--- config.mk ---
export PLATFORM = sky130hd
export DESIGN_NAME = ttc_ctrl
export DESIGN_NICKNAME = d
export VERILOG_FILES = /design/src/rtl/ttc_pkg.sv /design/src/rtl/ttc_ctrl.sv
export SDC_FILE = /design/constraint.sdc
export NUM_CORES = 1
export LEC_CHECK = 0
export BUFFER_PORTS_ARGS = -buffer_cell sky130_fd_sc_hd__buf_2
export CORE_MARGIN = 2
export CORE_UTILIZATION = 30
export CTS_CLUSTER_DIAMETER = 200
export CTS_CLUSTER_SIZE = 28
export DETAILED_ROUTE_END_ITERATION = 6
export PLACE_DENSITY = 0.51
export SLEW_MARGIN = 20
export SYNTH_ARGS = -nofsm -noshare
export SYNTH_HDL_FRONTEND = slang
export SYNTH_SLANG_ARGS = --single-unit
--- constraint.sdc ---
create_clock -name clk -period 2.7 [get_ports clk]
set_input_delay 0.135 -clock clk [delete_from_list [all_inputs] [get_ports clk]]
set_output_delay 0.135 -clock clk [all_outputs]
set_load 0.02 [all_outputs]
--- src/rtl/ttc_pkg.sv ---
// Shared types, constants and codes of the thermistor temperature conditioner.
package ttc_pkg;

  // Default converter resolution and fixed widths of the arithmetic units.
  localparam int CODE_BITS_DEF = 12;
  localparam int LOG_IN_W     = 20;
  localparam int LOG_K_W      = 5;
  localparam int LOG_FRAC_W   = 32;
  localparam int LOG_RES_W    = LOG_K_W + LOG_FRAC_W;
  localparam int L2_W         = 40;
  localparam int DIV_NUM_W    = 62;
  localparam int DIV_DEN_W    = 56;
  localparam int DIV_CNT_W    = 6;
  localparam int CFG_DATA_W   = 20;
  localparam int CFG_ADDR_W   = 3;

  // ln(2) in Q30 and 273.15 K in deci-kelvin Q10.
  localparam logic [29:0] LN2_Q30    = 30'd744261118;
  localparam logic [22:0] KELVIN_Q10 = 23'd2797056;

  // Result status codes.
  localparam logic [1:0] ST_OK        = 2'd0;
  localparam logic [1:0] ST_READ_FAIL = 2'd1;
  localparam logic [1:0] ST_RANGE     = 2'd2;

  // Configuration register indexes.
  typedef enum logic [CFG_ADDR_W-1:0] {
    REG_SERIES_R   = 3'd0,
    REG_NOMINAL_R  = 3'd1,
    REG_NOMINAL_T  = 3'd2,
    REG_BETA       = 3'd3,
    REG_OFFSET     = 3'd4,
    REG_MIN        = 3'd5,
    REG_MAX        = 3'd6,
    REG_AVG_LEN    = 3'd7
  } reg_idx_t;

  // Input beat.
  typedef struct packed {
    logic               sample_kind;
    logic [11:0]        adc_code;
    logic signed [15:0] digital_temp_dc;
    logic               read_failed;
  } in_t;

  // Result beat.
  typedef struct packed {
    logic [1:0]         status;
    logic signed [15:0] current_dc;
    logic signed [15:0] average_dc;
  } out_t;

  // Configuration register file contents.
  typedef struct packed {
    logic [19:0]        series_resistance_ohm;
    logic [19:0]        nominal_resistance_ohm;
    logic signed [11:0] nominal_temp_dc;
    logic [13:0]        beta_kelvin;
    logic signed [15:0] temp_offset;
    logic signed [15:0] min_dc;
    logic signed [15:0] max_dc;
    logic [7:0]         average_length;
  } cfg_t;

  // Datapath operations issued by the controller.
  typedef enum logic [4:0] {
    DP_NOP,
    DP_LOAD,
    DP_FAIL,
    DP_ERR,
    DP_L2_CLR,
    DP_LOG_GO,
    DP_LOG_ACC,
    DP_MAG,
    DP_LN,
    DP_PART_GO,
    DP_PART_LD,
    DP_BASE_GO,
    DP_BASE_LD,
    DP_INV,
    DP_T_GO,
    DP_KELV,
    DP_COND,
    DP_AVG_GO,
    DP_AVG_LD,
    DP_OUT
  } dp_op_t;

  typedef struct packed {
    dp_op_t     op;
    logic [1:0] log_sel;
  } cmd_t;

  typedef struct packed {
    logic read_failed;
    logic is_ntc;
    logic ntc_bad;
    logic log_done;
    logic div_done;
    logic inv_bad;
    logic q_bad;
    logic need_avg;
  } sts_t;

endpackage

--- src/rtl/ttc_ctrl.sv ---
// Sequencing state machine and handshake control of the conditioner.
module ttc_ctrl (
  input  logic          clk,
  input  logic          rst_n,
  input  logic          in_valid,
  output logic          in_stall,
  output logic          out_valid,
  input  logic          out_stall,
  input  ttc_pkg::sts_t sts,
  output ttc_pkg::cmd_t cmd
);

  typedef enum logic [16:0] {
    S_IDLE      = 17'h00001,
    S_CHECK     = 17'h00002,
    S_LOG_GO    = 17'h00004,
    S_LOG_WAIT  = 17'h00008,
    S_MAG       = 17'h00010,
    S_LN        = 17'h00020,
    S_PART_GO   = 17'h00040,
    S_PART_WAIT = 17'h00080,
    S_BASE_GO   = 17'h00100,
    S_BASE_WAIT = 17'h00200,
    S_INV       = 17'h00400,
    S_T_GO      = 17'h00800,
    S_T_WAIT    = 17'h01000,
    S_COND      = 17'h02000,
    S_AVG_GO    = 17'h04000,
    S_AVG_WAIT  = 17'h08000,
    S_DONE      = 17'h10000
  } state_t;

  state_t     state_r, state_nxt;
  logic [1:0] idx_r, idx_nxt;
  logic       out_valid_r, out_valid_nxt;
  logic       out_free;

  assign out_free = !out_valid_r || !out_stall;

  // Next state and datapath command.
  always_comb begin
    state_nxt   = state_r;
    idx_nxt     = idx_r;
    cmd.op      = ttc_pkg::DP_NOP;
    cmd.log_sel = idx_r;
    case (state_r)
      S_IDLE: begin
        if (in_valid) begin
          cmd.op    = ttc_pkg::DP_LOAD;
          state_nxt = S_CHECK;
        end
      end
      S_CHECK: begin
        if (sts.read_failed) begin
          cmd.op    = ttc_pkg::DP_FAIL;
          state_nxt = S_DONE;
        end else if (!sts.is_ntc) begin
          state_nxt = S_COND;
        end else if (sts.ntc_bad) begin
          cmd.op    = ttc_pkg::DP_ERR;
          state_nxt = S_DONE;
        end else begin
          cmd.op    = ttc_pkg::DP_L2_CLR;
          idx_nxt   = 2'd0;
          state_nxt = S_LOG_GO;
        end
      end
      S_LOG_GO: begin
        cmd.op    = ttc_pkg::DP_LOG_GO;
        state_nxt = S_LOG_WAIT;
      end
      S_LOG_WAIT: begin
        if (sts.log_done) begin
          cmd.op = ttc_pkg::DP_LOG_ACC;
          if (idx_r == 2'd3) begin
            state_nxt = S_MAG;
          end else begin
            idx_nxt   = idx_r + 2'd1;
            state_nxt = S_LOG_GO;
          end
        end
      end
      S_MAG: begin
        cmd.op    = ttc_pkg::DP_MAG;
        state_nxt = S_LN;
      end
      S_LN: begin
        cmd.op    = ttc_pkg::DP_LN;
        state_nxt = S_PART_GO;
      end
      S_PART_GO: begin
        cmd.op    = ttc_pkg::DP_PART_GO;
        state_nxt = S_PART_WAIT;
      end
      S_PART_WAIT: begin
        if (sts.div_done) begin
          cmd.op    = ttc_pkg::DP_PART_LD;
          state_nxt = S_BASE_GO;
        end
      end
      S_BASE_GO: begin
        cmd.op    = ttc_pkg::DP_BASE_GO;
        state_nxt = S_BASE_WAIT;
      end
      S_BASE_WAIT: begin
        if (sts.div_done) begin
          cmd.op    = ttc_pkg::DP_BASE_LD;
          state_nxt = S_INV;
        end
      end
      S_INV: begin
        cmd.op    = ttc_pkg::DP_INV;
        state_nxt = S_T_GO;
      end
      S_T_GO: begin
        if (sts.inv_bad) begin
          cmd.op    = ttc_pkg::DP_ERR;
          state_nxt = S_DONE;
        end else begin
          cmd.op    = ttc_pkg::DP_T_GO;
          state_nxt = S_T_WAIT;
        end
      end
      S_T_WAIT: begin
        if (sts.div_done) begin
          cmd.op    = ttc_pkg::DP_KELV;
          state_nxt = S_COND;
        end
      end
      S_COND: begin
        if (sts.q_bad) begin
          cmd.op    = ttc_pkg::DP_ERR;
          state_nxt = S_DONE;
        end else begin
          cmd.op    = ttc_pkg::DP_COND;
          state_nxt = sts.need_avg ? S_AVG_GO : S_DONE;
        end
      end
      S_AVG_GO: begin
        cmd.op    = ttc_pkg::DP_AVG_GO;
        state_nxt = S_AVG_WAIT;
      end
      S_AVG_WAIT: begin
        if (sts.div_done) begin
          cmd.op    = ttc_pkg::DP_AVG_LD;
          state_nxt = S_DONE;
        end
      end
      S_DONE: begin
        if (out_free) begin
          cmd.op    = ttc_pkg::DP_OUT;
          state_nxt = S_IDLE;
        end
      end
      default: state_nxt = S_IDLE;
    endcase
  end

  // Result beat is held until the receiver takes it.
  always_comb begin
    out_valid_nxt = out_valid_r && out_stall;
    if (cmd.op == ttc_pkg::DP_OUT) begin
      out_valid_nxt = 1'b1;
    end
  end

  always_ff @(posedge clk) begin
    if (!rst_n) begin
      state_r     <= S_IDLE;
      idx_r       <= 2'd0;
      out_valid_r <= 1'b0;
    end else begin
      state_r     <= state_nxt;
      idx_r       <= idx_nxt;
      out_valid_r <= out_valid_nxt;
    end
  end

  assign in_stall  = (state_r != S_IDLE);
  assign out_valid = out_valid_r;

endmodule

; ---- Word level (Yosys, flattened, before mapping)
; Index checks and enable logic that the tools add are counted.
[word_totals]
ramBits = 0
reg_bits = 20
latch_bits = 0
out_inout_bits = 9
romBits = 0
n_memories = 0
wordCells = 77
[classes]
n_bitwise = 0
add_sub_neg = 1
reduce_logical = 7
n_div = 0
eq_ne = 31
n_mux = 35
magnitude_cmp = 0
n_shift = 0
mul = 0
[op_table]
columns = op, count
row1 = $pmux W17 S17, 1
row2 = $mux W17, 13
row3 = $pmux W5 S17, 1
row4 = $ne A2 B2 Y1 const B, 11
row5 = $mux W5, 4
row6 = $eq A17 B1 Y1 const B, 1
row7 = $eq A17 B10 Y1 const B, 1
row8 = $eq A17 B11 Y1 const B, 1
row9 = $eq A17 B12 Y1 const B, 1
row10 = $eq A17 B13 Y1 const B, 1
row11 = $eq A17 B14 Y1 const B, 1
row12 = $eq A17 B15 Y1 const B, 1
row13 = $eq A17 B16 Y1 const B, 1
row14 = $eq A17 B17 Y1 const B, 1
row15 = $eq A17 B2 Y1 const B, 1
row16 = $eq A17 B3 Y1 const B, 1
row17 = $eq A17 B4 Y1 const B, 1
row18 = $eq A17 B5 Y1 const B, 1
row19 = $eq A17 B6 Y1 const B, 1
row20 = $eq A17 B7 Y1 const B, 1
row21 = $eq A17 B8 Y1 const B, 1
row22 = $eq A17 B9 Y1 const B, 1
row23 = $ne A17 B1 Y1 const B, 1
row24 = $mux W4, 4
row25 = other kinds (13), 22

; ---- Logic depth before layout (Yosys ltp)
[depth]
ltp_word = 6
mapped_depth = 8

; ---- Least setup slack after synthesis
; OpenSTA, ideal clock, no wires.
[synth_path]
path_type = register -> register
from = register state_r[15]
to = register state_r[14]
setup_time_ns = 0.114
arrival_ns = 1.913
path_buffers = 2
stages_incl_launch_ff = 9
slack_ns = 0.673
period_less_slack_ns = 2.027
path_cell_list = dfxtp_1 -> buf_6 -> nor4_4 -> nand4_2 -> or4_4 -> nand4_2 -> or2_1 -> buf_6 -> nor3_2
[synth_between]
elab_chain_len = 3
elab_cells_between_ends = 26
classes_between = 24 x eq/ne / 1 x mux / 1 x reduce/logical
[synth_lines]
columns = item, line_no
row1 = start: declaration, ttc_ctrl.sv:33  ; state_t state_r, state_nxt;
row2 = start signal: assignment, ttc_ctrl.sv:173  ; state_r <= state_nxt;
row3 = "$eq A17 B17 Y1, or another cell as far along", ttc_ctrl.sv:46  ; case (state_r)
row4 = $ne A2 B2 Y1 (no line), n/a
row5 = $reduce_and A7 Y1 (no line), n/a
; Parallel ways exist; a longest one is shown, timed or not.
; A chain may end at the register's enable or synchronous reset.

==> summary.txt <==
Power and ir drop
  – Internal power: 629 µW
  – Total leakage power: ~0.00067 µW
  – Maximum vdd ir drop: 0.312 mV
  – Clock power share: 33.1%
  – Portion of total power attributed to sequential cells: 34.9%
  – Sw Share: 33.6%
  – Pwr Density: 547 nW/µm²
  – Net Sw Power: 318 µW
  – Logic pwr share: around a third

Placement
  – Total half-perimeter wirelength after legalization and detailed placement: 3260 µm
  – Port-buffer cells: 20
  – Routability congestion estimate from global placement: 0.886

Logic synthesis
  – Prevailing post-synth register cell: sky130_fd_sc_hd__dfxtp_1
  – Post-synthesis sequential element count: 20
  – Share of Yosys cell area claimed by the top area cell type: 27.3%
  – Largest family of logic cells by synthesized area: simple AND/OR/NAND/NOR gates
  – Top cells by area in the synthesized netlist: sky130_fd_sc_hd__dfxtp_1, sky130_fd_sc_hd__nor4_4, sky130_fd_sc_hd__a21oi_1
  – Share of async-settable or async-resettable flops after synthesis: 0%
  – Average cell area after synthesis: 8.25 µm²
  – Gate count after technology mapping: approximately 180
  – Share of synthesized area spent on multiplexers: 0.682%
  – Compound-Gate Fraction of Synth Area: 17.7%
  – Fraction of the mapped netlist area in simple logic gates: 46.5%
  – Post-synth EDFFs: 0
  – Register area share after synthesis: 27.3%
  – Post-synthesis instance area: 1470 µm²
  – Largest area contributor in the netlist: sky130_fd_sc_hd__dfxtp_1
  – Number of warnings issued by yosys: 0
  – Post-synthesis xor/xnor area fraction: 2.39%
  – Nets in the synthesized netlist: 191
  – Yosys cell types: 52
  – Adder and majority cell fraction of the synthesized area: 0.853%

STA
  – Setup repair after global routing missed its margin: false
  – Number of pins exceeding their max-slew limit in the final report: 0
  – Relative max-transition margin: a little under three fifths
  – Number of hold-slack violations in the final timing report: 0
  – Final count of negative-setup-slack endpoints: 0
  – Final-layout setup total negative slack: 0 ns
  – FMAX: 392 MHz
  – Slew of the pin with the lowest slew margin: 0.652 ns
  – Setup clock skew after layout: 0.00252 ns
  – Final period utilization: 94.4%
  – Post-layout min period: approximately 2.5 ns

Clocking
  – # H-tree levels: 1
  – # clock sinks: 20
  – Total CTS buffers: 3
  – Later-pin clock latency in the skew report: 0.27 ns
  – Max Buffers Root-to-Sink: 2
  – Number of hold-repair buffers added at the cts stage: 0
  – Post-CTS Repair Setup Buffers: 0
  – CTS tree: yes
  – Cell at the root of the clock tree: sky130_fd_sc_hd__clkbuf_8
  – Clock transition at the registers of the reported paths: 0.08 ns
  – Number of cells upsized or downsized after cts: 0

Detailed routing
  – Average detailed-routed wire length per instance: 15.9 µm
  – Final antenna-violating net count: 0
  – Starting DRT DRC Count: 126
  – Vias after detailed routing: 1,431
  – Detail-routed via count per cell: 5.34
  – First-pass iteration count of the detailed router: 4
  – Number of remaining DRC errors: 0
  – Routed wire length: 4250 µm

GRT
  – Global-route wire length before repair: 6830 µm
  – Total grt overflow: 0
  – Antenna violations before repair: 0
  – Maximum number of pins on one net before global-route repair: 13
  – Total Routing Usage GR: between 10% and 20%
  – Via count of the first global-routing pass: 1,369

Setup path
  – Delay of the slowest cell on the worst path: 0.45 ns
  – Most common cell on crit path: sky130_fd_sc_hd__a21oi_1
  – Critical Path End Type: primary output
  – CP cell instances: nor4_4 -> nand4_2 -> or3_1 -> a21oi_1 -> a21oi_1 -> nand4_1 -> buf_2
  – Cell with the largest stage delay on the worst path: sky130_fd_sc_hd__nor4_4
  – Worst reg2reg setup slack: 0.43 ns
  – Critical path peak fanout: 8
  – Setup CP Type: reg -> out
  – CP required: 2.57 ns
  – Endpoint arrival time on the critical path: 2.41 ns
  – CP Launch Type: register

Status
  – Run status: completed

Floorplanning
  – Height of the chip: between 70 and 80 µm
  – # rows: 25
  – Number of top-level design ports: 21
  – Core area: ~4700 µm²
  – Effective utilization at floorplan: between 30% and 40%
  – Die extent in x: 73.9 µm
  – Die Area: 5470 µm²

Layout
  – Final nets: 215
  – Final core occ: 36.6%
  – Count of antenna diodes in the layout: 0
  – Most frequent cells in the layout: sky130_fd_sc_hd__dfxtp_1, sky130_fd_sc_hd__buf_2, sky130_fd_sc_hd__nor2_1, sky130_fd_sc_hd__a21oi_1, sky130_fd_sc_hd__nand2_1
  – Area added between synthesis and finish: 17.9%
  – Layout cell share with drive strength beyond 1: 27.9%

Job
  – Maximum Capacitance Violations: 0

Worst hold path
  – Type of the worst min-delay path: in -> reg
worst paths after layout:
path | start | end | cells past startpoint
worst min-delay path | sts[0] | state_r[14] | 3
worst max register to register | state_r[15] | state_r[14] | 7
worst min register to register | idx_r[1] | idx_r[1] | 2
worst max-delay path | state_r[15] | cmd[3] | 7
kinds of logic after synthesis:
family / after synthesis
adder cells (fa/ha/maj): 1
AND/OR/NAND/NOR: 102
flip-flops: 20
multiplexers: 1
buffers and inverters: 12
AO/OA/AOI/OAI: 38
XOR/XNOR: 4
power groups by stage:
stage                     logic (µW)  clock network, µW  registers (µW)
after floorplan                  214                  0             334
after global placement           303                  0             337
after detailed placement         298                  0             337
after CTS                        299                319             330
after global routing             325                332             334
final                            303                313             331
cell type report:
| type | count | area [µm²] |
|---|---|---|
| Tap cell | 67 | 83.8 |
| Clock inverter | 1 | 30.0 |
| Inverter | 5 | 18.8 |
| Clock buffer | 3 | 41.3 |
| Multi-Input combinational cell | 146 | 1010 |
| Fill cell | 508 | 2990 |
| Sequential cell | 20 | 400 |
| Timing Repair Buffer | 26 | 145 |
worst max-delay path: cells and delay by family, from the launching register on:
family	cells	cell delay (ns)
and+or+nand+nor	4	1.23
DFF	1	0.41
AOI/OAI and AO/OA	2	0.31
buffers and inverters	1	0.17
layer usage:
layer | part of all wire (%) | global-route usage (%) | vias up
met5 | 0 | 0 | -
met3 | 5.8 | 3.25 | 7
met1 | 48 | 22.8 | 667
met4 | 1.6 | 5.25 | 0
li1 | - | - | 718
met2 | 45 | 25.6 | 39
through the flow:
step	cell area, µm²	std cells	power (µW)	hold slack, ns	setup slack (ns)
floorplan	1470	178	548	0.260	0.673
global placement	1650	264	640	0.431	0.414
detailed placement	1650	264	635	0.420	0.449
CTS	1720	268	948	0.133	0.134
global route	1730	268	991	0.155	0.0177
finish	1730	268	947	0.130	0.152
sequential cells by signal, summed over array words and instances, names as in the netlist:
signal and flops:
state_r 17, idx_r 2, out_valid 1
synthesized netlist by cell type, types with 3 or more instances:
cell / instances
sky130_fd_sc_hd__a21boi_0: 3
sky130_fd_sc_hd__nor2b_1: 7
sky130_fd_sc_hd__a21oi_1: 14
sky130_fd_sc_hd__inv_1: 5
sky130_fd_sc_hd__nor2_1: 14
sky130_fd_sc_hd__dfxtp_1: 20
sky130_fd_sc_hd__o21ai_0: 5
sky130_fd_sc_hd__nand2b_1: 4
sky130_fd_sc_hd__a32oi_1: 3
sky130_fd_sc_hd__nor2_2: 6
sky130_fd_sc_hd__nor4_1: 4
sky130_fd_sc_hd__nand3b_1: 5
sky130_fd_sc_hd__or2_2: 4
sky130_fd_sc_hd__nor4_4: 4
sky130_fd_sc_hd__nor3_1: 8
sky130_fd_sc_hd__or3_1: 6
sky130_fd_sc_hd__nand2_1: 10
sky130_fd_sc_hd__nand4_1: 4
sky130_fd_sc_hd__xor2_1: 3
sky130_fd_sc_hd__nand3_1: 7
Power figures use the tool's default switching activity.
