`src/rtl/ttc_pkg.sv`:
```
// Shared types, constants and codes of the thermistor temperature conditioner.
package ttc_pkg;

  // Default converter resolution and fixed widths of the arithmetic units.
  localparam int CODE_BITS_DEF = 12;
  localparam int LOG_IN_W     = 20;
  localparam int LOG_K_W      = 5;
  localparam int LOG_FRAC_W   = 32;
  localparam int LOG_RES_W    = LOG_K_W + LOG_FRAC_W;
  localparam int L2_W         = 40;
  localparam int DIV_NUM_W    = 62;
  localparam int DIV_DEN_W    = 56;
  localparam int DIV_CNT_W    = 6;
  localparam int CFG_DATA_W   = 20;
  localparam int CFG_ADDR_W   = 3;

  // ln(2) in Q30 and 273.15 K in deci-kelvin Q10.
  localparam logic [29:0] LN2_Q30    = 30'd744261118;
  localparam logic [22:0] KELVIN_Q10 = 23'd2797056;

  // Result status codes.
  localparam logic [1:0] ST_OK        = 2'd0;
  localparam logic [1:0] ST_READ_FAIL = 2'd1;
  localparam logic [1:0] ST_RANGE     = 2'd2;

  // Configuration register indexes.
  typedef enum logic [CFG_ADDR_W-1:0] {
    REG_SERIES_R   = 3'd0,
    REG_NOMINAL_R  = 3'd1,
    REG_NOMINAL_T  = 3'd2,
    REG_BETA       = 3'd3,
    REG_OFFSET     = 3'd4,
    REG_MIN        = 3'd5,
    REG_MAX        = 3'd6,
    REG_AVG_LEN    = 3'd7
  } reg_idx_t;

  // Input beat.
  typedef struct packed {
    logic               sample_kind;
    logic [11:0]        adc_code;
    logic signed [15:0] digital_temp_dc;
    logic               read_failed;
  } in_t;

  // Result beat.
  typedef struct packed {
    logic [1:0]         status;
    logic signed [15:0] current_dc;
    logic signed [15:0] average_dc;
  } out_t;

  // Configuration register file contents.
  typedef struct packed {
    logic [19:0]        series_resistance_ohm;
    logic [19:0]        nominal_resistance_ohm;
    logic signed [11:0] nominal_temp_dc;
    logic [13:0]        beta_kelvin;
    logic signed [15:0] temp_offset;
    logic signed [15:0] min_dc;
    logic signed [15:0] max_dc;
    logic [7:0]         average_length;
  } cfg_t;

  // Datapath operations issued by the controller.
  typedef enum logic [4:0] {
    DP_NOP,
    DP_LOAD,
    DP_FAIL,
    DP_ERR,
    DP_L2_CLR,
    DP_LOG_GO,
    DP_LOG_ACC,
    DP_MAG,
    DP_LN,
    DP_PART_GO,
    DP_PART_LD,
    DP_BASE_GO,
    DP_BASE_LD,
    DP_INV,
    DP_T_GO,
    DP_KELV,
    DP_COND,
    DP_AVG_GO,
    DP_AVG_LD,
    DP_OUT
  } dp_op_t;

  typedef struct packed {
    dp_op_t     op;
    logic [1:0] log_sel;
  } cmd_t;

  typedef struct packed {
    logic read_failed;
    logic is_ntc;
    logic ntc_bad;
    logic log_done;
    logic div_done;
    logic inv_bad;
    logic q_bad;
    logic need_avg;
  } sts_t;

endpackage

```
`src/rtl/ttc_log2.sv`:
```
// Iterative base-2 logarithm in Q32, one squaring step per cycle.
module ttc_log2 (
  input  logic                          clk,
  input  logic                          rst_n,
  input  logic                          start,
  input  logic [ttc_pkg::LOG_IN_W-1:0]  x,
  output logic                          done,
  output logic [ttc_pkg::LOG_RES_W-1:0] res
);

  logic [ttc_pkg::LOG_K_W-1:0]    k;
  logic [31:0]                    m_init;
  logic [63:0]                    sq;
  logic [32:0]                    sh;
  logic [31:0]                    m_r;
  logic [ttc_pkg::LOG_K_W-1:0]    k_r;
  logic [ttc_pkg::LOG_FRAC_W-1:0] frac_r;
  logic [4:0]                     bit_r;
  logic                           busy_r;
  logic                           done_r;

  // Integer part: position of the leading one.
  always_comb begin
    k = '0;
    for (int i = 0; i < ttc_pkg::LOG_IN_W; i++) begin
      if (x[i]) begin
        k = ttc_pkg::LOG_K_W'(i);
      end
    end
    m_init = 32'(x) << (5'd31 - k);
  end

  // Square the mantissa; an overflow past two yields a fraction bit.
  assign sq = m_r * m_r;
  assign sh = sq[63:31];

  always_ff @(posedge clk) begin
    if (!rst_n) begin
      busy_r <= 1'b0;
      done_r <= 1'b0;
    end else begin
      done_r <= 1'b0;
      if (start) begin
        busy_r <= 1'b1;
      end else if (busy_r && bit_r == 5'd0) begin
        busy_r <= 1'b0;
        done_r <= 1'b1;
      end
    end
  end

  always_ff @(posedge clk) begin
    if (start) begin
      m_r    <= m_init;
      k_r    <= k;
      frac_r <= '0;
      bit_r  <= 5'd31;
    end else if (busy_r) begin
      if (sh[32]) begin
        m_r           <= sh[32:1];
        frac_r[bit_r] <= 1'b1;
      end else begin
        m_r <= sh[31:0];
      end
      bit_r <= bit_r - 5'd1;
    end
  end

  assign done = done_r;
  assign res  = {k_r, frac_r};

endmodule

```
`src/rtl/ttc_div.sv`:
```
// Restoring unsigned divider, one quotient bit per cycle.
module ttc_div (
  input  logic                          clk,
  input  logic                          rst_n,
  input  logic                          start,
  input  logic [ttc_pkg::DIV_NUM_W-1:0] num,
  input  logic [ttc_pkg::DIV_DEN_W-1:0] den,
  output logic                          done,
  output logic [ttc_pkg::DIV_NUM_W-1:0] quo
);

  logic [ttc_pkg::DIV_DEN_W-1:0] rem_r;
  logic [ttc_pkg::DIV_DEN_W-1:0] den_r;
  logic [ttc_pkg::DIV_NUM_W-1:0] quo_r;
  logic [ttc_pkg::DIV_CNT_W-1:0] cnt_r;
  logic                          busy_r;
  logic                          done_r;
  logic [ttc_pkg::DIV_DEN_W:0]   trial;
  logic                          fits;

  // Bring down the next numerator bit and try a subtraction.
  assign trial = {rem_r, quo_r[ttc_pkg::DIV_NUM_W-1]};
  assign fits  = trial >= {1'b0, den_r};

  always_ff @(posedge clk) begin
    if (!rst_n) begin
      busy_r <= 1'b0;
      done_r <= 1'b0;
    end else begin
      done_r <= 1'b0;
      if (start) begin
        busy_r <= 1'b1;
      end else if (busy_r && cnt_r == '0) begin
        busy_r <= 1'b0;
        done_r <= 1'b1;
      end
    end
  end

  always_ff @(posedge clk) begin
    if (start) begin
      rem_r <= '0;
      den_r <= den;
      quo_r <= num;
      cnt_r <= ttc_pkg::DIV_CNT_W'(ttc_pkg::DIV_NUM_W - 1);
    end else if (busy_r) begin
      if (fits) begin
        rem_r <= ttc_pkg::DIV_DEN_W'(trial - {1'b0, den_r});
      end else begin
        rem_r <= trial[ttc_pkg::DIV_DEN_W-1:0];
      end
      quo_r <= {quo_r[ttc_pkg::DIV_NUM_W-2:0], fits};
      cnt_r <= cnt_r - 1'b1;
    end
  end

  assign done = done_r;
  assign quo  = quo_r;

endmodule

```
`src/rtl/ttc_datapath.sv`:
```
// Conversion datapath: Beta equation, offset, clamp and block average.
module ttc_datapath #(
  parameter int CODE_BITS = ttc_pkg::CODE_BITS_DEF
) (
  input  logic          clk,
  input  logic          rst_n,
  input  ttc_pkg::cmd_t cmd,
  input  ttc_pkg::cfg_t cfg,
  input  ttc_pkg::in_t  in_data,
  output ttc_pkg::sts_t sts,
  output ttc_pkg::out_t out_data
);

  localparam int FULL = (1 << CODE_BITS) - 1;
  localparam logic [19:0] FULL20 = 20'(FULL);
  localparam logic [ttc_pkg::DIV_NUM_W-1:0] NUM_BASE = ttc_pkg::DIV_NUM_W'(20) << 48;
  localparam logic [ttc_pkg::DIV_NUM_W-1:0] NUM_TEMP = ttc_pkg::DIV_NUM_W'(10) << 58;

  ttc_pkg::in_t  in_r;
  ttc_pkg::out_t out_r;
  logic [1:0]          status_r;
  logic signed [39:0]  l2_r;
  logic                neg_r;
  logic [39:0]         mag_r;
  logic [37:0]         lnmag_r;
  logic [53:0]         part_r;
  logic [43:0]         base_r;
  logic signed [55:0]  inv_r;
  logic signed [15:0]  t_r;
  logic                q_bad_r;
  logic signed [15:0]  current_r;
  logic signed [15:0]  average_r;
  logic signed [23:0]  sum_r;
  logic [7:0]          count_r;

  logic [19:0]                     code20;
  logic [ttc_pkg::LOG_IN_W-1:0]    log_x;
  logic                            log_done;
  logic [ttc_pkg::LOG_RES_W-1:0]   log_res;
  logic signed [14:0]              tn20;
  logic                            div_start;
  logic [ttc_pkg::DIV_NUM_W-1:0]   div_num;
  logic [ttc_pkg::DIV_DEN_W-1:0]   div_den;
  logic                            div_done;
  logic [ttc_pkg::DIV_NUM_W-1:0]   div_quo;
  logic [39:0]                     mag_nxt;
  logic [61:0]                     ln_prod;
  logic signed [55:0]              inv_nxt;
  logic signed [62:0]              kx;
  logic [62:0]                     kx_mag;
  logic [52:0]                     kq_mag;
  logic signed [15:0]              t_off;
  logic signed [15:0]              t_lo;
  logic signed [15:0]              t_cl;
  logic [7:0]                      count_inc;
  logic [23:0]                     sum_abs;

  assign code20 = 20'(in_r.adc_code);

  // Logarithm operand select: Rs, code, full scale minus code, Rn.
  always_comb begin
    case (cmd.log_sel)
      2'd0:    log_x = cfg.series_resistance_ohm;
      2'd1:    log_x = code20;
      2'd2:    log_x = FULL20 - code20;
      default: log_x = cfg.nominal_resistance_ohm;
    endcase
  end

  ttc_log2 u_log2 (
    .clk   (clk),
    .rst_n (rst_n),
    .start (cmd.op == ttc_pkg::DP_LOG_GO),
    .x     (log_x),
    .done  (log_done),
    .res   (log_res)
  );

  // Twice the nominal temperature in deci-kelvin.
  assign tn20 = $signed({{2{cfg.nominal_temp_dc[11]}}, cfg.nominal_temp_dc, 1'b0})
              + 15'sd5463;
  assign sum_abs = sum_r[23] ? 24'(-sum_r) : 24'(sum_r);

  // Divider operand select for the three conversion divides and the average.
  always_comb begin
    div_start = 1'b1;
    div_num   = '0;
    div_den   = '0;
    case (cmd.op)
      ttc_pkg::DP_PART_GO: begin
        div_num = ttc_pkg::DIV_NUM_W'({lnmag_r, 16'b0});
        div_den = ttc_pkg::DIV_DEN_W'(cfg.beta_kelvin);
      end
      ttc_pkg::DP_BASE_GO: begin
        div_num = NUM_BASE;
        div_den = ttc_pkg::DIV_DEN_W'(tn20[13:0]);
      end
      ttc_pkg::DP_T_GO: begin
        div_num = NUM_TEMP;
        div_den = inv_r[ttc_pkg::DIV_DEN_W-1:0];
      end
      ttc_pkg::DP_AVG_GO: begin
        div_num = ttc_pkg::DIV_NUM_W'(sum_abs);
        div_den = ttc_pkg::DIV_DEN_W'(cfg.average_length);
      end
      default: div_start = 1'b0;
    endcase
  end

  ttc_div u_div (
    .clk   (clk),
    .rst_n (rst_n),
    .start (div_start),
    .num   (div_num),
    .den   (div_den),
    .done  (div_done),
    .quo   (div_quo)
  );

  // Magnitude of ln(R/Rn) and the Beta terms of 1/T.
  assign mag_nxt = l2_r[39] ? 40'(-l2_r) : 40'(l2_r);
  assign ln_prod = 62'(mag_r[37:6]) * 62'(ttc_pkg::LN2_Q30);
  assign inv_nxt = neg_r ? $signed({12'b0, base_r}) - $signed({2'b0, part_r})
                         : $signed({12'b0, base_r}) + $signed({2'b0, part_r});

  // Deci-kelvin to deci-degree, truncated toward zero.
  assign kx     = $signed({1'b0, div_quo}) - $signed(63'(ttc_pkg::KELVIN_Q10));
  assign kx_mag = kx[62] ? 63'(-kx) : 63'(kx);
  assign kq_mag = kx_mag[62:10];

  // Offset with wrap, then lower and upper clamp.
  assign t_off = t_r + cfg.temp_offset;
  assign t_lo  = (t_off < cfg.min_dc) ? cfg.min_dc : t_off;
  assign t_cl  = (t_lo > cfg.max_dc) ? cfg.max_dc : t_lo;
  assign count_inc = count_r + 8'd1;

  // Architectural state of the sensor channel.
  always_ff @(posedge clk) begin
    if (!rst_n) begin
      current_r <= '0;
      average_r <= '0;
      sum_r     <= '0;
      count_r   <= '0;
    end else begin
      case (cmd.op)
        ttc_pkg::DP_COND: begin
          if (!q_bad_r) begin
            current_r <= t_cl;
            if (cfg.average_length > 8'd1) begin
              sum_r   <= sum_r + $signed({{8{t_cl[15]}}, t_cl});
              count_r <= count_inc;
            end else begin
              average_r <= t_cl;
            end
          end
        end
        ttc_pkg::DP_AVG_LD: begin
          average_r <= sum_r[23] ? 16'(-div_quo[15:0]) : div_quo[15:0];
          sum_r     <= '0;
          count_r   <= '0;
        end
        default: begin
        end
      endcase
    end
  end

  // Working registers of one conversion.
  always_ff @(posedge clk) begin
    case (cmd.op)
      ttc_pkg::DP_LOAD: begin
        in_r     <= in_data;
        t_r      <= in_data.digital_temp_dc;
        q_bad_r  <= 1'b0;
        status_r <= ttc_pkg::ST_OK;
      end
      ttc_pkg::DP_FAIL:   status_r <= ttc_pkg::ST_READ_FAIL;
      ttc_pkg::DP_ERR:    status_r <= ttc_pkg::ST_RANGE;
      ttc_pkg::DP_L2_CLR: l2_r <= '0;
      ttc_pkg::DP_LOG_ACC: begin
        if (cmd.log_sel[1]) begin
          l2_r <= l2_r - $signed(40'(log_res));
        end else begin
          l2_r <= l2_r + $signed(40'(log_res));
        end
      end
      ttc_pkg::DP_MAG: begin
        mag_r <= mag_nxt;
        neg_r <= l2_r[39];
      end
      ttc_pkg::DP_LN:      lnmag_r <= ln_prod[61:24];
      ttc_pkg::DP_PART_LD: part_r  <= div_quo[53:0];
      ttc_pkg::DP_BASE_LD: base_r  <= div_quo[43:0];
      ttc_pkg::DP_INV:     inv_r   <= inv_nxt;
      ttc_pkg::DP_KELV: begin
        q_bad_r <= !kx[62] && (kq_mag > 53'd32767);
        t_r     <= kx[62] ? 16'(-kq_mag[15:0]) : kq_mag[15:0];
      end
      ttc_pkg::DP_OUT: begin
        out_r.status     <= status_r;
        out_r.current_dc <= current_r;
        out_r.average_dc <= average_r;
      end
      default: begin
      end
    endcase
  end

  // Status back to the controller.
  always_comb begin
    sts.read_failed = in_r.read_failed;
    sts.is_ntc      = in_r.sample_kind;
    sts.ntc_bad     = (code20 == 20'd0) || (code20 >= FULL20)
                   || (cfg.series_resistance_ohm == 20'd0)
                   || (cfg.nominal_resistance_ohm == 20'd0)
                   || (cfg.beta_kelvin == 14'd0);
    sts.log_done    = log_done;
    sts.div_done    = div_done;
    sts.inv_bad     = inv_r[55] || (inv_r == 56'sd0);
    sts.q_bad       = q_bad_r;
    sts.need_avg    = (cfg.average_length > 8'd1) && (count_inc >= cfg.average_length);
  end

  assign out_data = out_r;

endmodule

```
`config.mk`:
```
export PLATFORM = sky130hd
export DESIGN_NAME = ttc_datapath
export DESIGN_NICKNAME = d
export VERILOG_FILES = /design/src/rtl/ttc_pkg.sv /design/src/rtl/ttc_log2.sv /design/src/rtl/ttc_div.sv /design/src/rtl/ttc_datapath.sv
export SDC_FILE = /design/constraint.sdc
export NUM_CORES = 2
export LEC_CHECK = 0
export ABC_AREA = 1
export CAP_MARGIN = 20
export CORE_MARGIN = 2
export CORE_UTILIZATION = 65
export DETAILED_ROUTE_END_ITERATION = 10
export DONT_BUFFER_PORTS = 1
export HOLD_SLACK_MARGIN = 0.15
export PLACE_DENSITY = 0.81
export SYNTH_ARGS = -nofsm -noshare
export SYNTH_HDL_FRONTEND = slang
export SYNTH_SLANG_ARGS = --single-unit
```
`constraint.sdc`:
```
create_clock -name clk -period 10.95 [get_ports clk]
set_input_delay 0.5475 -clock clk [delete_from_list [all_inputs] [get_ports clk]]
set_output_delay 0.5475 -clock clk [all_outputs]
set_load 0.1 [all_outputs]
```
* Yosys cells after proc, flatten, opt, wreduce, memory -nomap -nowiden *
Index checks and enable logic that the tools add are counted.

storage, ports and cells
  register bits = 660

operators by class
  add/sub/neg operators = 19
  $mul = 2
  magnitude comparators = 9
  equality and inequality tests = 24
  shift operators = 1
  muxes and demuxes = 59
  bitwise logic cells = 3
  reduce and logical (&&, ||, !) cells = 34

operator list
  kind                                                             number
  case mux 62 bit (4 select lines)                                 1
  case mux 56 bit (4 select lines)                                 1
  2-to-1 mux 62 bit                                                2
  2-to-1 mux 56 bit                                                2
  2-to-1 mux 16 bit                                                6
  2-to-1 mux 32 bit                                                3
  case mux 40 bit (2 select lines)                                 1
  2-to-1 mux 24 bit                                                3
  multiplier 32 x 32 -> 64 bit                                     1
  case mux 16 bit (2 select lines)                                 2
  2-to-1 mux 63 bit                                                1
  negation 63 bit                                                  1
  subtractor 62 x 22 -> 63 bit, second input constant              1
  multiplier 32 x 29 -> 61 bit, second input constant              1
  logical NOT 20 bit                                               3
  case mux 20 bit (3 select lines)                                 1
  greater-or-equal comparator 57 x 56 -> 1 bit                     1
  logical NOT 56 bit                                               1
  subtractor 56 bit                                                1
  adder 44 x 54 -> 55 bit                                          1
  subtractor 44 x 54 -> 55 bit                                     1
  greater-than comparator 53 x 15 -> 1 bit, second input constant  1
  case mux 24 bit (2 select lines)                                 1
  adder 40 x 38 -> 40 bit                                          1
  other kinds (55)                                                 113

* Logic depth before layout (Yosys ltp) *
  depth in word-level cells = 24
  gate-level depth with buffers = 60
  gate-level depth less buffers = 58

* Modules after synthesis *
Synthesis repeated with hierarchy kept, for this count alone.

unflattened totals
  cells, all modules = 12,526
  area total of the unflattened synthesis = 95,636.7 sq um

by module, submodules not included
  module        times used  cells an instance  area an instance (sq um)
  ttc_datapath  1           6,498              49,164.7
  ttc_log2      1           4,178              34,192.8
  ttc_div       1           1,850              12,279.3

* Worst setup path before layout *
OpenSTA, ideal clock, no wires.

  path kind = input-to-reg
  from = input port cfg[40] (netlist bit)
  to = register sum_r[18]
  arrival = 7.590 ns
  path slack = 3.228 ns
  cell stages on the path = 54
  cell sequence = ha_1 -> fa_1 -> nand3_1 -> nand2_1 -> nand2_1 -> o211ai_1 -> a21o_1 -> nand2_1 -> nand2_1 -> nand3_1 -> nand2_1 -> nand2_1 -> inv_1 -> nor2_1 -> o21bai_1 -> xor2_1 -> inv_1 -> ha_1 -> (+18 left out) -> nand2_1 -> o21ai_0 -> ha_1 -> a21oi_1 -> o21ai_0 -> nand2_1 -> nand2_1 -> a21oi_1 -> nor2_1 -> o21ai_0 -> nand2_1 -> a21oi_1 -> o21ai_0 -> a21boi_0 -> o21ai_0 -> or2_2 -> nand3_1 -> a21oi_1

between the ends
  longest elaborated chain between the ends = 9

RTL lines
  item                                  line                 source
  from (decl)                           ttc_datapath.sv:8    input ttc_pkg::cfg_t cfg,
  adder 16 bit (*)                      ttc_datapath.sv:132  assign t_off = t_r + cfg.temp_offset;
  < comparator 16 bit                   ttc_datapath.sv:133  assign t_lo = (t_off < cfg.min_dc) ? cfg.min_dc : t_off;
  2-to-1 mux 16 bit (*)                 ttc_datapath.sv:133
  greater-than comparator 16 bit        ttc_datapath.sv:134  assign t_cl = (t_lo > cfg.max_dc) ? cfg.max_dc : t_lo;
  2-to-1 mux 16 bit (*)                 ttc_datapath.sv:134
  net t_cl[3]                           ttc_datapath.sv:54   logic signed [15:0] t_cl;
  adder 24 x 16 -> 24 bit (*)           ttc_datapath.sv:150  sum_r <= sum_r + $signed({{8{t_cl[15]}}, t_cl});
  2-to-1 mux 24 bit (*)                 ttc_datapath.sv:149  if (cfg.average_length > 8'd1) begin
  2-to-1 mux 24 bit (*)                 ttc_datapath.sv:147  if (!q_bad_r) begin
  case mux 24 bit (2 select lines) (*)  ttc_datapath.sv:145  case (cmd.op)
  to (signal assigned)                  ttc_datapath.sv:150
  to (decl)                             ttc_datapath.sv:33   logic signed [23:0] sum_r;

Mark *: on every way through the listed nets, which the timed path passes. The rest lies on a longest branch. The select of a mux whose other input is x is not followed.
A chain may end at the register's enable or synchronous reset.

* Worst setup path after layout *
  from = register u_log2.m_r[19]
  to = register u_log2.m_r[29], data pin

between the ends
  longest elaborated chain between the ends = 4

RTL lines
  item                          line            source
  from (decl)                   ttc_log2.sv:15  logic [31:0] m_r;
  from (signal assigned)        ttc_log2.sv:54  m_r <= m_init;
  from (signal assigned)        ttc_log2.sv:60  m_r <= sh[32:1];
  from (signal assigned)        ttc_log2.sv:63  m_r <= sh[31:0];
  multiplier 32 x 32 -> 64 bit  ttc_log2.sv:34  assign sq = m_r * m_r;
  2-to-1 mux 32 bit             ttc_log2.sv:59  if (sh[32]) begin
  2-to-1 mux 32 bit             ttc_log2.sv:58  end else if (busy_r) begin
  2-to-1 mux 32 bit             ttc_log2.sv:53  if (start) begin

No other way between the ends. The select of a mux whose other input is x is not followed.

==> results_dict.tcl <==
set metrics [dict create \
    timing.rr.end "u_log2.m_r[29]" \
    pin_count_of_the_biggest_net_entering_global_routing 79 \
    die_w_um 376 \
    synth_area_leader_cell "sky130_fd_sc_hd__fa_1" \
    r2r_start "u_log2.m_r[19]" \
    crit_path_end_kind "flop" \
    die_height_um 376 \
    mappedNetlistArea_um2 89800 \
    cp_max_fo 39 \
    antenna_left 0 \
    boundaryPins 203 \
    whs_path_depth 2 \
    vias_in_the_first_global_route 76100 \
    floorplan.die_area_um2 141000 \
    synth_adder_area_share 0.385 \
    finalCriticalPeriod_ps 9940 \
    outcome "completed" \
    htree_num_levels 3 \
    largest_family_of_logic_cells_by_synthesized_area "adder cells" \
    post_synthesis_share_of_cell_area_spent_on_and_or_nand_and_nor_gates 0.151 \
    layout_commonest_cell "sky130_fd_sc_hd__inv_1" \
    tightest_slew_ps 1210 \
    route.final.wire_length_mm 249 \
    drcViolationCount 0 \
    critical-path-slowest-cell "sky130_fd_sc_hd__edfxtp_1" \
    synth_nets 13200 \
    post_cts_resized 0 \
    worstSkewPairLatency_ps 720 \
    compound_gate_portion_of_the_synthesized_area 0.101 \
    cts_tree "done" \
    min_to "t_r[1]" \
    num_vias 73300 \
    globalplace.congestion 1.03 \
    cts_root_buffer "sky130_fd_sc_hd__clkbuf_16" \
    antenna_found_initial 2 \
    synth-seq-area-share 0.200 \
    drtPass1Iterations 10 \
    cts_sink_count 654 \
    critPathArrivalTime_ps 10390 \
    worstRegToRegCells 32 \
    layout.cells.most_common_list "sky130_fd_sc_hd__inv_1 (2713), sky130_fd_sc_hd__nand2_1 (1846), sky130_fd_sc_hd__fa_1 (1177)" \
    syn_area_per_cell_um2 8.19 \
    clkTransAtPathRegs_ps 70 \
    critPathRequiredTime_ps 11400 \
    initial_core_util 0.654 \
    grt_first_pass_wirelength_mm 398 \
    achievable-frequency_mhz 101 \
    synth-edff-count 487 \
    clock_tree_buffer_depth 3 \
    final_global_route_overflow_total 0 \
    worst-setup-path-type "flop to flop" \
    holdCritStartpoint "in_data[2]" \
    min-delay-path-class "input port to flop" \
    max_slew_margin 0.191 \
    reg2reg_slack_ps 1010 \
    drt-initial-drc-count 6322 \
    critical-path-top-cell-by-count "sky130_fd_sc_hd__fa_1" \
    drive_gt1_frac 0.0305 \
    wl_per_cell_um 19.5 \
    synthXorXnorAreaFrac 0.0347 \
    global_route.usage.total 0.359 \
    vias_per_std_cell 5.74 \
    finalMaxSlewViolations 0 \
    yosys-top-cells-area "sky130_fd_sc_hd__fa_1 (26%), sky130_fd_sc_hd__edfxtp_1 (16%), sky130_fd_sc_hd__ha_1 (12%)" \
    muxShareOfSynthArea 0.000920 \
    synth.distinct_cells 81 \
    layoutNonFillerInstCount 12800 \
    final-setup-viol-count 0 \
    delay_of_the_slowest_critical_path_stage_ps 1060 \
    synth_top_area_share 0.262 \
    yosys_register_bits 654 \
    ys.warnings.count 0 \
    crit_path_start_kind "flop" \
    clock_skew_ps 35.9 \
    numCtsBuffers 72 \
    synth-main-ff-cell "sky130_fd_sc_hd__edfxtp_1" \
    timing.final.crit_share 0.908 \
    dp.final_hpwl_mm 204 \
    max_cap_viol_count 0 \
    dp.cells 12600 \
    unrepaired_setup_endpoints_after_global_routing "no" \
    final_net_count 13100 \
    timing.setup.tns_ps 0 \
    core_um2 137000 \
    syn-instance-count 11000 \
    final_hold_viol_count 0 \
    share_of_synthesized_registers_carrying_an_async_set_or_reset 0 \
    place.port_buffers 0 \
    fillCellCount 11000 \
    syn_to_final_growth_pct 5.63 \
    rows 136 \
]
registers in the layout (all words and copies together) (netlist names), 2 cells and up:
name           cells
u_div.quo         62
inv_r             56
u_div.den_r       56
u_div.rem_r       56
part_r            54
base_r            44
l2_r              40
lnmag_r           38
out_data          34
mag_r             32
u_log2.frac_r     32
u_log2.m_r        32
sum_r             24
average_r         16
current_r         16
t_r               16
code20            12
count_r            8
u_div.cnt_r        6
u_log2.bit_r       5
u_log2.k_r         5
status_r           2
sts                2
cell type report:
cell class / instances / area (µm²) / share of cell area
Clock inverter: 38 / 463 / 0.00488
Timing Repair Buffer: 155 / 1370 / 0.0144
Tap cell: 1794 / 2240 / 0.0237
Antenna cell: 1 / 2.50 / 0.0000264
Multi-Input combinational cell: 7298 / 60600 / 0.639
Clock buffer: 96 / 1960 / 0.0207
Sequential cell: 654 / 18000 / 0.189
Inverter: 2728 / 10200 / 0.108
per-stage QoR:
step           utilization  setup WS, ps  hold slack, ps  area [µm²]
3_3_place_gp         0.668          1300             411       91800
2_1_floorplan            -          3230             400       89800
6_report             0.690          1010             174       94800
3_5_place_dp         0.668          1250             419       91800
5_1_grt              0.690           702             160       94800
4_1_cts              0.690          1250             153       94800
how the worst max path moves through the flow:
stage	from	to	slack [ps]
2_1_floorplan	cfg[40]	sum_r[18]	3230
3_3_place_gp	u_log2.m_r[6]	u_log2.m_r[29]	1300
3_5_place_dp	u_log2.m_r[21]	u_log2.m_r[31]	1250
4_1_cts	u_log2.m_r[21]	u_log2.m_r[31]	1250
5_1_grt	u_log2.m_r[24]	u_log2.m_r[29]	700
6_report	u_log2.m_r[19]	u_log2.m_r[29]	1010
kinds of logic (layout without fill, tap and decap cells):
logic type                 after synthesis  in the layout
and+or+nand+nor                       3279           3279
other                                    0              1
xor gates and xnor gates               354            354
DFF                                    654            654
muxes                                    8              8
adders and majority gates             2057           2057
buffers and inverters                 3005           3017
AOI/OAI and AO/OA                     1600           1600
Yosys cell counts, types with 5 or more instances:
master                         n
sky130_fd_sc_hd__a21oi_1     723
sky130_fd_sc_hd__a21boi_0     32
sky130_fd_sc_hd__inv_1      2716
sky130_fd_sc_hd__nand2_1    1846
sky130_fd_sc_hd__a221oi_1      6
sky130_fd_sc_hd__o31ai_1      15
sky130_fd_sc_hd__nor4_1       78
sky130_fd_sc_hd__a31oi_1      85
sky130_fd_sc_hd__xnor2_1      84
sky130_fd_sc_hd__o21ai_0     419
sky130_fd_sc_hd__o2111ai_1    10
sky130_fd_sc_hd__o221ai_1     27
sky130_fd_sc_hd__nand2_2       5
sky130_fd_sc_hd__a211oi_1      8
sky130_fd_sc_hd__buf_2        14
sky130_fd_sc_hd__nand4_1      65
sky130_fd_sc_hd__fa_1       1177
sky130_fd_sc_hd__nor2_2        9
sky130_fd_sc_hd__edfxtp_1    487
sky130_fd_sc_hd__nor3_1       96
sky130_fd_sc_hd__dfxtp_1     167
sky130_fd_sc_hd__and3_1        6
sky130_fd_sc_hd__clkbuf_1    237
sky130_fd_sc_hd__o21a_1       55
sky130_fd_sc_hd__inv_2        10
sky130_fd_sc_hd__xor2_1      268
sky130_fd_sc_hd__nor2_1      767
sky130_fd_sc_hd__nand3b_1      8
sky130_fd_sc_hd__buf_1        15
sky130_fd_sc_hd__mux2i_1       6
sky130_fd_sc_hd__o311ai_0      5
sky130_fd_sc_hd__o211ai_1     65
sky130_fd_sc_hd__buf_4         7
sky130_fd_sc_hd__or2_2        28
sky130_fd_sc_hd__nand3_1     331
sky130_fd_sc_hd__ha_1        880
sky130_fd_sc_hd__o21ai_1      29
sky130_fd_sc_hd__o21bai_1     22
sky130_fd_sc_hd__o22ai_1      22
sky130_fd_sc_hd__a21o_1       20
sky130_fd_sc_hd__nor3_2       12
sky130_fd_sc_hd__or2_1         7
sky130_fd_sc_hd__a22oi_1      14
critical path: cells and delay by family, from the launching register on:
family / cells / cell delay, ps
and+or+nand+nor: 12 / 1720
DFF: 1 / 1060
buffers and inverters: 8 / 1300
AOI/OAI and AO/OA: 3 / 1070
adders and majority gates: 9 / 4520
metal layers:
| layer | up-vias | wire length (µm) | global-route usage |
|---|---|---|---|
| met5 | - | 0 | 0 |
| met4 | 0 | 12600 | 0.160 |
| met3 | 759 | 21200 | 0.0675 |
| met2 | 3241 | 118000 | 0.598 |
| met1 | 35200 | 96900 | 0.456 |
| li1 | 34100 | - | - |
repair_timing:
| action | in CTS | in global routing |
|---|---|---|
| hold buffers | 54 | 0 |
| setup buffers | 0 | 0 |
| endpoints found under the hold margin | 60 | 0 |
Power is not shown: default switching activity piles up to over one toggle a cycle in this logic, so the estimate is an artifact.
